--- config.mk ---
export PLATFORM = sky130hd
export DESIGN_NAME = keyed_record_table_top_flat
export DESIGN_NICKNAME = d
export VERILOG_FILES = /design/src/rtl/krt_pkg.sv /design/src/rtl/krt_in_if.sv /design/src/rtl/krt_out_if.sv /design/src/rtl/krt_ctrl.sv /design/src/rtl/krt_datapath.sv /design/src/rtl/keyed_record_table_top.sv /design/src/flat_wrapper.sv
export SDC_FILE = /design/constraint.sdc
export NUM_CORES = 2
export LEC_CHECK = 0
export BUFFER_PORTS_ARGS = -buffer_cell sky130_fd_sc_hd__buf_2
export CAP_MARGIN = 40
export CORE_ASPECT_RATIO = 2
export CORE_MARGIN = 2
export CORE_UTILIZATION = 35
export DETAILED_ROUTE_END_ITERATION = 8
export RECOVER_POWER = 50
export SYNTH_ARGS = -nofsm -noshare
export SYNTH_HDL_FRONTEND = slang
export SYNTH_SLANG_ARGS = --single-unit
export TNS_END_PERCENT = 50
--- constraint.sdc ---
create_clock -name clk -period 26.4 [get_ports clk]
set_input_delay 2.64 -clock clk [delete_from_list [all_inputs] [get_ports clk]]
set_output_delay 2.64 -clock clk [all_outputs]
set_load 0.05 [all_outputs]
--- src/rtl/krt_pkg.sv ---
// Shared types, constants and helpers of the keyed record table.
package krt_pkg;

  localparam int DEPTH    = 16;
  localparam int IDX_W    = (DEPTH > 1) ? $clog2(DEPTH) : 1;
  localparam int CNT_W    = $clog2(DEPTH + 1);
  localparam int CMD_W    = 3;
  localparam int STATUS_W = 3;
  localparam int PHONE_W  = 34;
  localparam int HEAD_W   = 64;
  localparam int TAIL_W   = 8;
  localparam int STR_W    = HEAD_W + TAIL_W;

  typedef enum logic [CMD_W-1:0] {
    CMD_ADD  = 3'd0,
    CMD_DEL  = 3'd1,
    CMD_LIST = 3'd2,
    CMD_NUM  = 3'd3,
    CMD_NAME = 3'd4
  } cmd_e_t;

  typedef enum logic [STATUS_W-1:0] {
    ST_ADDED    = 3'd0,
    ST_DUP      = 3'd1,
    ST_DELETED  = 3'd2,
    ST_NOTFOUND = 3'd3,
    ST_RECORD   = 3'd4,
    ST_EMPTY    = 3'd5,
    ST_FULL     = 3'd6
  } status_e_t;

  typedef struct packed {
    logic [PHONE_W-1:0] phone;
    logic [HEAD_W-1:0]  name_head;
    logic [TAIL_W-1:0]  name_tail;
    logic [HEAD_W-1:0]  surname_head;
    logic [TAIL_W-1:0]  surname_tail;
  } rec_t;

  // Controller to datapath.
  typedef struct packed {
    logic load;
    logic step;
    logic fin;
  } ctl_t;

  // Datapath to controller.
  typedef struct packed {
    logic in_cmd_ok;
    logic empty;
    logic slot_free;
    logic hit;
    logic idx_zero;
  } sts_t;

  // Clears every byte after the first zero byte among bytes 0 to 7; byte 8 goes too.
  function automatic logic [STR_W-1:0] pad_str(input logic [STR_W-1:0] s);
    logic [STR_W-1:0] r;
    logic             seen;
    r    = s;
    seen = 1'b0;
    for (int i = 0; i < 8; i++) begin
      if (s[8*i +: 8] == 8'h00) seen = 1'b1;
      if (seen) r[8*i +: 8] = 8'h00;
    end
    if (seen) r[STR_W-1 -: TAIL_W] = '0;
    return r;
  endfunction

endpackage

--- src/rtl/krt_in_if.sv ---
// Command channel of the keyed record table.
interface krt_in_if import krt_pkg::*; ();
  logic               valid;
  logic               ready;
  logic [CMD_W-1:0]   command;
  logic [PHONE_W-1:0] phone;
  logic [HEAD_W-1:0]  name_head;
  logic [TAIL_W-1:0]  name_tail;
  logic [HEAD_W-1:0]  surname_head;
  logic [TAIL_W-1:0]  surname_tail;

  modport source (output valid, command, phone, name_head, name_tail, surname_head,
                  surname_tail, input ready);
  modport sink (input valid, command, phone, name_head, name_tail, surname_head,
                surname_tail, output ready);
endinterface

--- src/rtl/krt_out_if.sv ---
// Result channel of the keyed record table.
interface krt_out_if import krt_pkg::*; ();
  logic                valid;
  logic                ready;
  logic [STATUS_W-1:0] status;
  logic [PHONE_W-1:0]  rec_phone;
  logic [HEAD_W-1:0]   rec_name_head;
  logic [TAIL_W-1:0]   rec_name_tail;
  logic [HEAD_W-1:0]   rec_surname_head;
  logic [TAIL_W-1:0]   rec_surname_tail;
  logic                last;

  modport source (output valid, status, rec_phone, rec_name_head, rec_name_tail,
                  rec_surname_head, rec_surname_tail, last, input ready);
  modport sink (input valid, status, rec_phone, rec_name_head, rec_name_tail,
                rec_surname_head, rec_surname_tail, last, output ready);
endinterface

--- src/rtl/krt_ctrl.sv ---
// Command sequencer: accepts an item, walks the table, then finishes the command.
module krt_ctrl import krt_pkg::*; (
  input  logic clk,
  input  logic rst_n,
  input  logic in_valid,
  output logic in_ready,
  input  sts_t sts,
  output ctl_t ctl
);

  typedef enum logic [2:0] {
    S_IDLE = 3'b001,
    S_SCAN = 3'b010,
    S_FIN  = 3'b100
  } state_t;

  state_t state_r, state_nxt;

  always_comb begin
    state_nxt = state_r;
    ctl       = '0;
    in_ready  = 1'b0;
    unique case (state_r)
      S_IDLE: begin
        in_ready = 1'b1;
        if (in_valid) begin
          ctl.load = 1'b1;
          // An unknown command is taken and dropped without a result.
          if (sts.in_cmd_ok) state_nxt = sts.empty ? S_FIN : S_SCAN;
        end
      end
      S_SCAN: begin
        if (sts.slot_free) begin
          ctl.step = 1'b1;
          if (sts.hit) state_nxt = S_IDLE;
          else if (sts.idx_zero) state_nxt = S_FIN;
        end
      end
      S_FIN: begin
        if (sts.slot_free) begin
          ctl.fin   = 1'b1;
          state_nxt = S_IDLE;
        end
      end
      default: state_nxt = S_IDLE;
    endcase
  end

  always_ff @(posedge clk) begin
    if (!rst_n) state_r <= S_IDLE;
    else state_r <= state_nxt;
  end

  a_emit_needs_slot: assert property (@(posedge clk) disable iff (!rst_n)
    (ctl.step || ctl.fin) |-> sts.slot_free)
    else $error("table step issued while the result register is blocked");

  a_scan_after_load: assert property (@(posedge clk) disable iff (!rst_n)
    (ctl.load && sts.in_cmd_ok && !sts.empty) |=> (state_r == S_SCAN))
    else $error("command on a filled table did not start a scan");

endmodule

--- src/rtl/krt_datapath.sv ---
// Record storage, key registers, entry compare and the result register.
module krt_datapath import krt_pkg::*; (
  input  logic                clk,
  input  logic                rst_n,
  input  ctl_t                ctl,
  output sts_t                sts,
  input  logic [CMD_W-1:0]    in_command,
  input  logic [PHONE_W-1:0]  in_phone,
  input  logic [HEAD_W-1:0]   in_name_head,
  input  logic [TAIL_W-1:0]   in_name_tail,
  input  logic [HEAD_W-1:0]   in_surname_head,
  input  logic [TAIL_W-1:0]   in_surname_tail,
  input  logic                out_ready,
  output logic                out_valid,
  output logic [STATUS_W-1:0] out_status,
  output rec_t                out_rec,
  output logic                out_last
);

  rec_t             entry_r [DEPTH];
  logic [CNT_W-1:0] count_r;
  logic [IDX_W-1:0] idx_r;
  cmd_e_t           cmd_r;
  rec_t             key_r;
  rec_t             pend_r;
  logic             pend_vld_r;
  logic             out_vld_r;
  status_e_t        out_status_r;
  rec_t             out_rec_r;
  logic             out_last_r;

  rec_t             cur;
  logic [STR_W-1:0] name_p, sur_p;
  logic             phone_eq, name_eq, hit, list_hit, full, slot_free;
  logic             emit, emit_last, pend_load, add_we, del_we;
  status_e_t        emit_status;
  rec_t             emit_rec;

  assign cur       = entry_r[idx_r];
  assign phone_eq  = (cur.phone == key_r.phone);
  assign name_eq   = ({cur.name_tail, cur.name_head} == {key_r.name_tail, key_r.name_head});
  assign full      = (count_r == CNT_W'(DEPTH));
  assign slot_free = !out_vld_r || out_ready;
  assign name_p    = pad_str({in_name_tail, in_name_head});
  assign sur_p     = pad_str({in_surname_tail, in_surname_head});

  always_comb begin
    hit      = 1'b0;
    list_hit = 1'b0;
    case (cmd_r) inside
      CMD_ADD, CMD_DEL, CMD_NUM: hit = phone_eq;
      CMD_LIST:                  list_hit = 1'b1;
      CMD_NAME:                  list_hit = name_eq;
      default:                   hit = 1'b0;
    endcase
  end

  assign sts.in_cmd_ok = (in_command <= CMD_W'(CMD_NAME));
  assign sts.empty     = (count_r == '0);
  assign sts.slot_free = slot_free;
  assign sts.hit       = hit;
  assign sts.idx_zero  = (idx_r == '0);

  // A listed record is held back one match so that the final one can carry last.
  always_comb begin
    emit        = 1'b0;
    emit_status = ST_ADDED;
    emit_rec    = '0;
    emit_last   = 1'b1;
    pend_load   = 1'b0;
    add_we      = 1'b0;
    del_we      = 1'b0;
    if (ctl.step) begin
      if (hit) begin
        emit = 1'b1;
        case (cmd_r)
          CMD_ADD: emit_status = ST_DUP;
          CMD_DEL: begin
            emit_status = ST_DELETED;
            del_we      = 1'b1;
          end
          default: begin
            emit_status = ST_RECORD;
            emit_rec    = cur;
          end
        endcase
      end else if (list_hit) begin
        pend_load = 1'b1;
        if (pend_vld_r) begin
          emit        = 1'b1;
          emit_status = ST_RECORD;
          emit_rec    = pend_r;
          emit_last   = 1'b0;
        end
      end
    end else if (ctl.fin) begin
      emit = 1'b1;
      case (cmd_r) inside
        CMD_ADD: begin
          if (full) emit_status = ST_FULL;
          else begin
            emit_status = ST_ADDED;
            add_we      = 1'b1;
          end
        end
        CMD_LIST, CMD_NAME: begin
          if (pend_vld_r) begin
            emit_status = ST_RECORD;
            emit_rec    = pend_r;
          end else begin
            emit_status = (cmd_r == CMD_LIST) ? ST_EMPTY : ST_NOTFOUND;
          end
        end
        default: emit_status = ST_NOTFOUND;
      endcase
    end
  end

  // Record storage; delete closes the gap so insertion order is kept.
  always_ff @(posedge clk) begin
    if (add_we) entry_r[count_r[IDX_W-1:0]] <= key_r;
    if (del_we) begin
      for (int j = 0; j < DEPTH - 1; j++) begin
        if (IDX_W'(j) >= idx_r) entry_r[j] <= entry_r[j+1];
      end
    end
  end

  always_ff @(posedge clk) begin
    if (ctl.load) begin
      key_r.phone        <= in_phone;
      key_r.name_head    <= name_p[HEAD_W-1:0];
      key_r.name_tail    <= name_p[STR_W-1 -: TAIL_W];
      key_r.surname_head <= sur_p[HEAD_W-1:0];
      key_r.surname_tail <= sur_p[STR_W-1 -: TAIL_W];
    end
    if (pend_load) pend_r <= cur;
    if (emit) begin
      out_status_r <= emit_status;
      out_rec_r    <= emit_rec;
      out_last_r   <= emit_last;
    end
  end

  always_ff @(posedge clk) begin
    if (!rst_n) begin
      count_r    <= '0;
      idx_r      <= '0;
      cmd_r      <= CMD_ADD;
      pend_vld_r <= 1'b0;
      out_vld_r  <= 1'b0;
    end else begin
      if (ctl.load) begin
        cmd_r      <= cmd_e_t'(in_command);
        idx_r      <= IDX_W'(count_r - CNT_W'(1));
        pend_vld_r <= 1'b0;
      end else if (ctl.step && !hit) begin
        idx_r <= idx_r - IDX_W'(1);
      end
      if (pend_load) pend_vld_r <= 1'b1;
      if (add_we) count_r <= count_r + CNT_W'(1);
      else if (del_we) count_r <= count_r - CNT_W'(1);
      if (emit) out_vld_r <= 1'b1;
      else if (out_ready) out_vld_r <= 1'b0;
    end
  end

  assign out_valid  = out_vld_r;
  assign out_status = out_status_r;
  assign out_rec    = out_rec_r;
  assign out_last   = out_last_r;

  a_count_bound: assert property (@(posedge clk) disable iff (!rst_n)
    count_r <= CNT_W'(DEPTH))
    else $error("entry count beyond table depth");

  a_add_grows: assert property (@(posedge clk) disable iff (!rst_n)
    (ctl.fin && cmd_r == CMD_ADD && !full) |=> (count_r == $past(count_r) + CNT_W'(1)))
    else $error("successful add did not grow the table");

  a_del_shrinks: assert property (@(posedge clk) disable iff (!rst_n)
    (ctl.step && hit && cmd_r == CMD_DEL) |=> (count_r == $past(count_r) - CNT_W'(1)))
    else $error("successful delete did not shrink the table");

endmodule

--- src/rtl/keyed_record_table_top.sv ---
// Keyed record table: up to DEPTH records of phone number, name and surname.
// Each command is taken in, then the stored entries are examined one at a time,
// newest first, and a closing step follows; a number match ends the scan early
// and skips the closing step.
// Throughput: one item at a time; a stalled result register holds the scan.
// Reset (synchronous, rst_n low) empties the table; record storage is not cleared.
module keyed_record_table_top import krt_pkg::*; (
  input logic clk,
  input logic rst_n,
  krt_in_if.sink   in_ch,
  krt_out_if.source out_ch
);

  ctl_t ctl;
  sts_t sts;
  rec_t out_rec;

  krt_ctrl u_ctrl (
    .clk      (clk),
    .rst_n    (rst_n),
    .in_valid (in_ch.valid),
    .in_ready (in_ch.ready),
    .sts      (sts),
    .ctl      (ctl)
  );

  krt_datapath u_datapath (
    .clk             (clk),
    .rst_n           (rst_n),
    .ctl             (ctl),
    .sts             (sts),
    .in_command      (in_ch.command),
    .in_phone        (in_ch.phone),
    .in_name_head    (in_ch.name_head),
    .in_name_tail    (in_ch.name_tail),
    .in_surname_head (in_ch.surname_head),
    .in_surname_tail (in_ch.surname_tail),
    .out_ready       (out_ch.ready),
    .out_valid       (out_ch.valid),
    .out_status      (out_ch.status),
    .out_rec         (out_rec),
    .out_last        (out_ch.last)
  );

  assign out_ch.rec_phone        = out_rec.phone;
  assign out_ch.rec_name_head    = out_rec.name_head;
  assign out_ch.rec_name_tail    = out_rec.name_tail;
  assign out_ch.rec_surname_head = out_rec.surname_head;
  assign out_ch.rec_surname_tail = out_rec.surname_tail;

endmodule
--- src/flat_wrapper.sv ---
// flat-port wrapper written by rule: the top's interface ports become plain ports
module keyed_record_table_top_flat import krt_pkg::*;
  (clk, rst_n, in_ch_valid, in_ch_command, in_ch_phone, in_ch_name_head, in_ch_name_tail, in_ch_surname_head, in_ch_surname_tail, in_ch_ready, out_ch_valid, out_ch_status, out_ch_rec_phone, out_ch_rec_name_head, out_ch_rec_name_tail, out_ch_rec_surname_head, out_ch_rec_surname_tail, out_ch_last, out_ch_ready);
  krt_in_if in_ch_i ();
  krt_out_if out_ch_i ();
  input logic clk;
  input logic rst_n;
  input wire logic [$bits(in_ch_i.valid)-1:0] in_ch_valid;
  input wire logic [$bits(in_ch_i.command)-1:0] in_ch_command;
  input wire logic [$bits(in_ch_i.phone)-1:0] in_ch_phone;
  input wire logic [$bits(in_ch_i.name_head)-1:0] in_ch_name_head;
  input wire logic [$bits(in_ch_i.name_tail)-1:0] in_ch_name_tail;
  input wire logic [$bits(in_ch_i.surname_head)-1:0] in_ch_surname_head;
  input wire logic [$bits(in_ch_i.surname_tail)-1:0] in_ch_surname_tail;
  output wire logic [$bits(in_ch_i.ready)-1:0] in_ch_ready;
  output wire logic [$bits(out_ch_i.valid)-1:0] out_ch_valid;
  output wire logic [$bits(out_ch_i.status)-1:0] out_ch_status;
  output wire logic [$bits(out_ch_i.rec_phone)-1:0] out_ch_rec_phone;
  output wire logic [$bits(out_ch_i.rec_name_head)-1:0] out_ch_rec_name_head;
  output wire logic [$bits(out_ch_i.rec_name_tail)-1:0] out_ch_rec_name_tail;
  output wire logic [$bits(out_ch_i.rec_surname_head)-1:0] out_ch_rec_surname_head;
  output wire logic [$bits(out_ch_i.rec_surname_tail)-1:0] out_ch_rec_surname_tail;
  output wire logic [$bits(out_ch_i.last)-1:0] out_ch_last;
  input wire logic [$bits(out_ch_i.ready)-1:0] out_ch_ready;
  assign in_ch_i.valid = in_ch_valid;
  assign in_ch_i.command = in_ch_command;
  assign in_ch_i.phone = in_ch_phone;
  assign in_ch_i.name_head = in_ch_name_head;
  assign in_ch_i.name_tail = in_ch_name_tail;
  assign in_ch_i.surname_head = in_ch_surname_head;
  assign in_ch_i.surname_tail = in_ch_surname_tail;
  assign in_ch_ready = in_ch_i.ready;
  assign out_ch_valid = out_ch_i.valid;
  assign out_ch_status = out_ch_i.status;
  assign out_ch_rec_phone = out_ch_i.rec_phone;
  assign out_ch_rec_name_head = out_ch_i.rec_name_head;
  assign out_ch_rec_name_tail = out_ch_i.rec_name_tail;
  assign out_ch_rec_surname_head = out_ch_i.rec_surname_head;
  assign out_ch_rec_surname_tail = out_ch_i.rec_surname_tail;
  assign out_ch_last = out_ch_i.last;
  assign out_ch_i.ready = out_ch_ready;
  keyed_record_table_top u_core (.clk(clk), .rst_n(rst_n), .in_ch(in_ch_i), .out_ch(out_ch_i));
endmodule
==> impl_results.md <==
- Setup violators final: 0
- Most used cell, CP: clkbuf_1
- Worst hold path type: flip-flop to flip-flop
- Syn_nets: 9581
- Synthesized instance count: 9387
- FMAX: 0.0549 GHz
- CP cell instances: clkbuf_1 -> clkbuf_1 -> clkbuf_1 -> clkbuf_1 -> nor2_1 -> clkbuf_1 -> a22oi_1 -> nand2_1 -> xor2_1 -> a31oi_1 -> nor4b_1 -> nand4_1 -> clkbuf_1 -> nor2_1 -> nand2_1 -> o22ai_4 -> buf_4 -> clkbuf_1 -> buf_4 -> buf_12
- Max-slew violations: roughly 2.4k
- IO buf count: 368
- Utilization after layout: around two fifths
- Fin. Hold Viols: 0
- DP Wirelength: 363000 um
- Core ar.: between 400000 and 500000 sq um
- Max FO, Critical Path: 57
- Routed wire per std cell: 36.5 um
- Placed Cells: 15.5k
- Number of fill cells: 42.6k
- Sum of negative setup slack: 0 ns
- Via Count: 96.1k
- Number of global-route vias before repair: 101k
- Post-synth EDFFs: 3386
- Hold-fix buffers, CTS: 0
- Power per cell area: 66.4 nW/um^2
- Setup bufs post-CTS: 0
- Max_slew headroom: -600%
- Area of the multi-input gates: between 50000 and 60000 sq um
- Register area share after synthesis: 62.3%
- Outcome: complete, but fails checks
- Vias/cell: 5.97
- Family with the most delay on the worst path: buffers and inverters
- Crit. path cell count: 20
- Failing checks: max-capacitance violations, max-slew violations
- Largest net degree at the start of global routing: 110
- RSZ-0062 raised after global routing: false
- Io pins: 369
- Deepest clock path buffer count: 4
- Max H-tree Level: 5
- CTS tree: built
- Post-synthesis cell type count: 84
- Worst EP arrival: 18.87 ns
- Slowest cell on the critical path: clkbuf_1
- Clock net sink count: 3407
- Area Overhead vs Synth: 11.2%
- Most common flop cell mapped by yosys: edfxtp_1
- CTS resizes: 0
- Die Wd: 488 um
- Worst r2r path cells: 20
- Gpl congestion: 0.878
- CTS buffer count: roughly 320
- Detailed Route WL: 588000 um
- Synth Register Bits: 3407
- Worst Max-Slew Pin Slew: 10.49 ns
- Clock latency on the worst-skew pair: 0.98 ns
- Async set or reset register ratio after synthesis: 0%
- Total grt overflow: 0
- Post-route DRC: 0
- Slowest stage delay, CP: 2.85 ns
- Initial Util: 35.1%
- Leakage: 56.4 nW
- DRT iter0 DRCs: 10.5k
- Minimum clock period: 18.23 ns
- GRT Util Overall: 24.1%
- Syn Area/Cell: 17.5 sq um
- Period utilisation layout: 69.0%
- Reg-to-Reg End: u_core.u_datapath.entry_r[1][50]$_DFFE_PP_
- Nets: between 9k and 10k
- Worst Path Buf+Inv: 10
- Synth Warn #: 0
- CP endpoint kind: flip-flop
- Worst reg-to-reg setup slack: around 8 ns
- Share of layout cells above drive strength 1: 39.9%
- Worst Skew: between 0.07 and 0.08 ns
- CP endpoint: u_core.u_datapath.entry_r[1][50]$_DFFE_PP_
- Peak supply drop: 0.0538 mV
- FF+latch area: 102000 sq um
- Worst Path Required: 27.04 ns
- Post-DRT Antenna Nets: 0
- Post-Syn Area: 164000 sq um
- DR pass1 iterations: 6
- Cell Rows: 355
- Die Ht: 972 um
- Die footprint: between 400000 and 500000 sq um
- Clk root buf: clkbuf_16
- Max Cap Viol: 83
- CP Class: flip-flop to flip-flop
- First-pass GRT wire length: around 810000 um
- Critical path launch point type: flip-flop
- Initial antenna violation count: 45
- Reg clk slew, reported paths: 0.07 ns
- Non-filler cells, final: ~16k
-- metrics by stage --
stage	area (sq um)	setup slack [ns]	hold WS, ns	total power [W]
after floorplan	164000	9.58	0.424	0.00700
after global placement	172000	14.80	0.501	0.00745
after detailed placement	174000	16.50	0.528	0.00751
after CTS	184000	16.40	0.529	0.0122
after global routing	182000	8.17	0.548	0.0124
final	182000	8.17	0.525	0.0121
-- worst reg2reg max path: cells and delay by family (launching register included) --
family / cells / cell delay [ns]
xor gates and xnor gates: 1 / 0.77
AOI/OAI and AO/OA: 3 / 0.87
buffers and inverters: 10 / 12.77
DFF: 1 / 0.79
and+or+nand+nor: 6 / 2.68
-- flip-flops by register name (all words and copies together) (netlist names), named ones only --
signal and count:
u_core.u_ctrl.state_r 3, u_core.u_datapath.cmd_r 3, u_core.u_datapath.count_r 5, u_core.u_datapath.entry_r 2848, u_core.u_datapath.idx_r 4, u_core.u_datapath.key_r 178, u_core.u_datapath.out_last 1, u_core.u_datapath.out_rec 178
u_core.u_datapath.out_status 3, u_core.u_datapath.out_valid 1, u_core.u_datapath.pend_r 178, u_core.u_datapath.pend_vld_r 1
-- cells in the final DEF, fill, tap and decap left out, types with 137 or more instances in the layout --
cell type,instances
a22o_1,181
mux2_2,2404
mux4_2,675
buf_2,152
clkbuf_16,324
buf_4,153
mux2i_1,289
nand2_1,266
edfxtp_1,3386
mux2_1,240
o21ai_0,137
clkbuf_1,413
-- Yosys cell counts, types with 7 or more instances --
library cell     n  share of area (%)
a21boi_0         8              0.037
a21oi_1         42               0.13
a221oi_1        15              0.080
a22o_1         181               0.97
a22oi_1         95               0.44
a31oi_1         32               0.12
and2_1         126               0.48
and3_1          24              0.092
buf_1           75               0.17
buf_2          183               0.56
buf_4           97               0.44
buf_6           85               0.58
clkbuf_1       397               0.91
dfxtp_1         21               0.26
edfxtp_1      3386                 62
ha_1             9              0.069
inv_1           33              0.076
mux2_1         234                1.6
mux2_2        2410                 17
mux2i_1        289                1.8
mux4_2         675                9.3
nand2_1        267               0.61
nand2b_1        19              0.073
nand3_1         54               0.16
nand4_1         15              0.057
nor2_1          77               0.18
nor2b_1         35               0.13
nor3_1          22              0.067
nor4_1          42               0.16
o2111ai_1        7              0.037
o211ai_1         7              0.032
o21ai_0        140               0.43
o22ai_1         65               0.25
or2_2            8              0.031
xnor2_1         68               0.36
xor2_1          38               0.20
-- report_power, final --
| group | total (W) | internal, W | switching [W] |
|---|---|---|---|
| Combinational | 0.00129 | 0.000555 | 0.000734 |
| Sequential | 0.00612 | 0.00602 | 0.000103 |
| Clock | 0.00469 | 0.00252 | 0.00217 |
-- worst min-delay path by stage --
stage,start,endpoint,cells after the start
finish,u_core.u_datapath.pend_r[92]$_DFFE_PP_,u_core.u_datapath.out_rec[92]$_DFFE_PP_,1
global route,u_core.u_datapath.entry_r[12][28]$_DFFE_PP_,u_core.u_datapath.entry_r[11][28]$_DFFE_PP_,1
CTS,u_core.u_datapath.entry_r[15][133]$_DFFE_PP_,u_core.u_datapath.entry_r[14][133]$_DFFE_PP_,1
detailed placement,u_core.u_datapath.pend_r[79]$_DFFE_PP_,u_core.u_datapath.out_rec[79]$_DFFE_PP_,1
global placement,u_core.u_ctrl.state_r[1]$_SDFFE_PN0P_,u_core.u_ctrl.state_r[1]$_SDFFE_PN0P_,2
floorplan,u_core.u_datapath.key_r[106]$_SDFFCE_PP0P_,u_core.u_datapath.entry_r[15][106]$_DFFE_PP_,0
-- cell families (layout without fill, tap and decap cells) --
family | count (synthesis) | after routing | synth area share [%]
adder cells (fa/ha/maj) | 9 | 9 | 0.0687
other | 0 | 16 | 0
AND/OR/NAND/NOR | 720 | 720 | 2.22
AO/OA/AOI/OAI | 660 | 660 | 2.88
XOR/XNOR | 106 | 106 | 0.566
multiplexers | 3608 | 3608 | 29.2
flip-flops | 3407 | 3407 | 62.3
buffers and inverters | 877 | 1329 | 2.77
-- routing by layer --
layer / part of all wire [%] / global-route usage [%] / routed length (um) / up-vias
met5: 0.016 / 0 / 93 / -
met4: 7.0 / 14.1 / 41100 / 14
met3: 6.7 / 3.37 / 39200 / 1352
met2: 50 / 42.2 / 297000 / 4830
met1: 36 / 28.2 / 211000 / 51700
li1: - / - / - / 38200
-- layout make-up --
class | count | share of cell area [%]
multi-input combinational | 5103 | 31.4
clock buffer | 386 | 4.59
timing repair buffer | 730 | 2.68
sequential | 3407 | 56.0
clock inverter | 174 | 0.870
tap | 6247 | 4.29
inverter | 39 | 0.0886
antenna | 16 | 0.0220
Power figures use the tool's default switching activity.
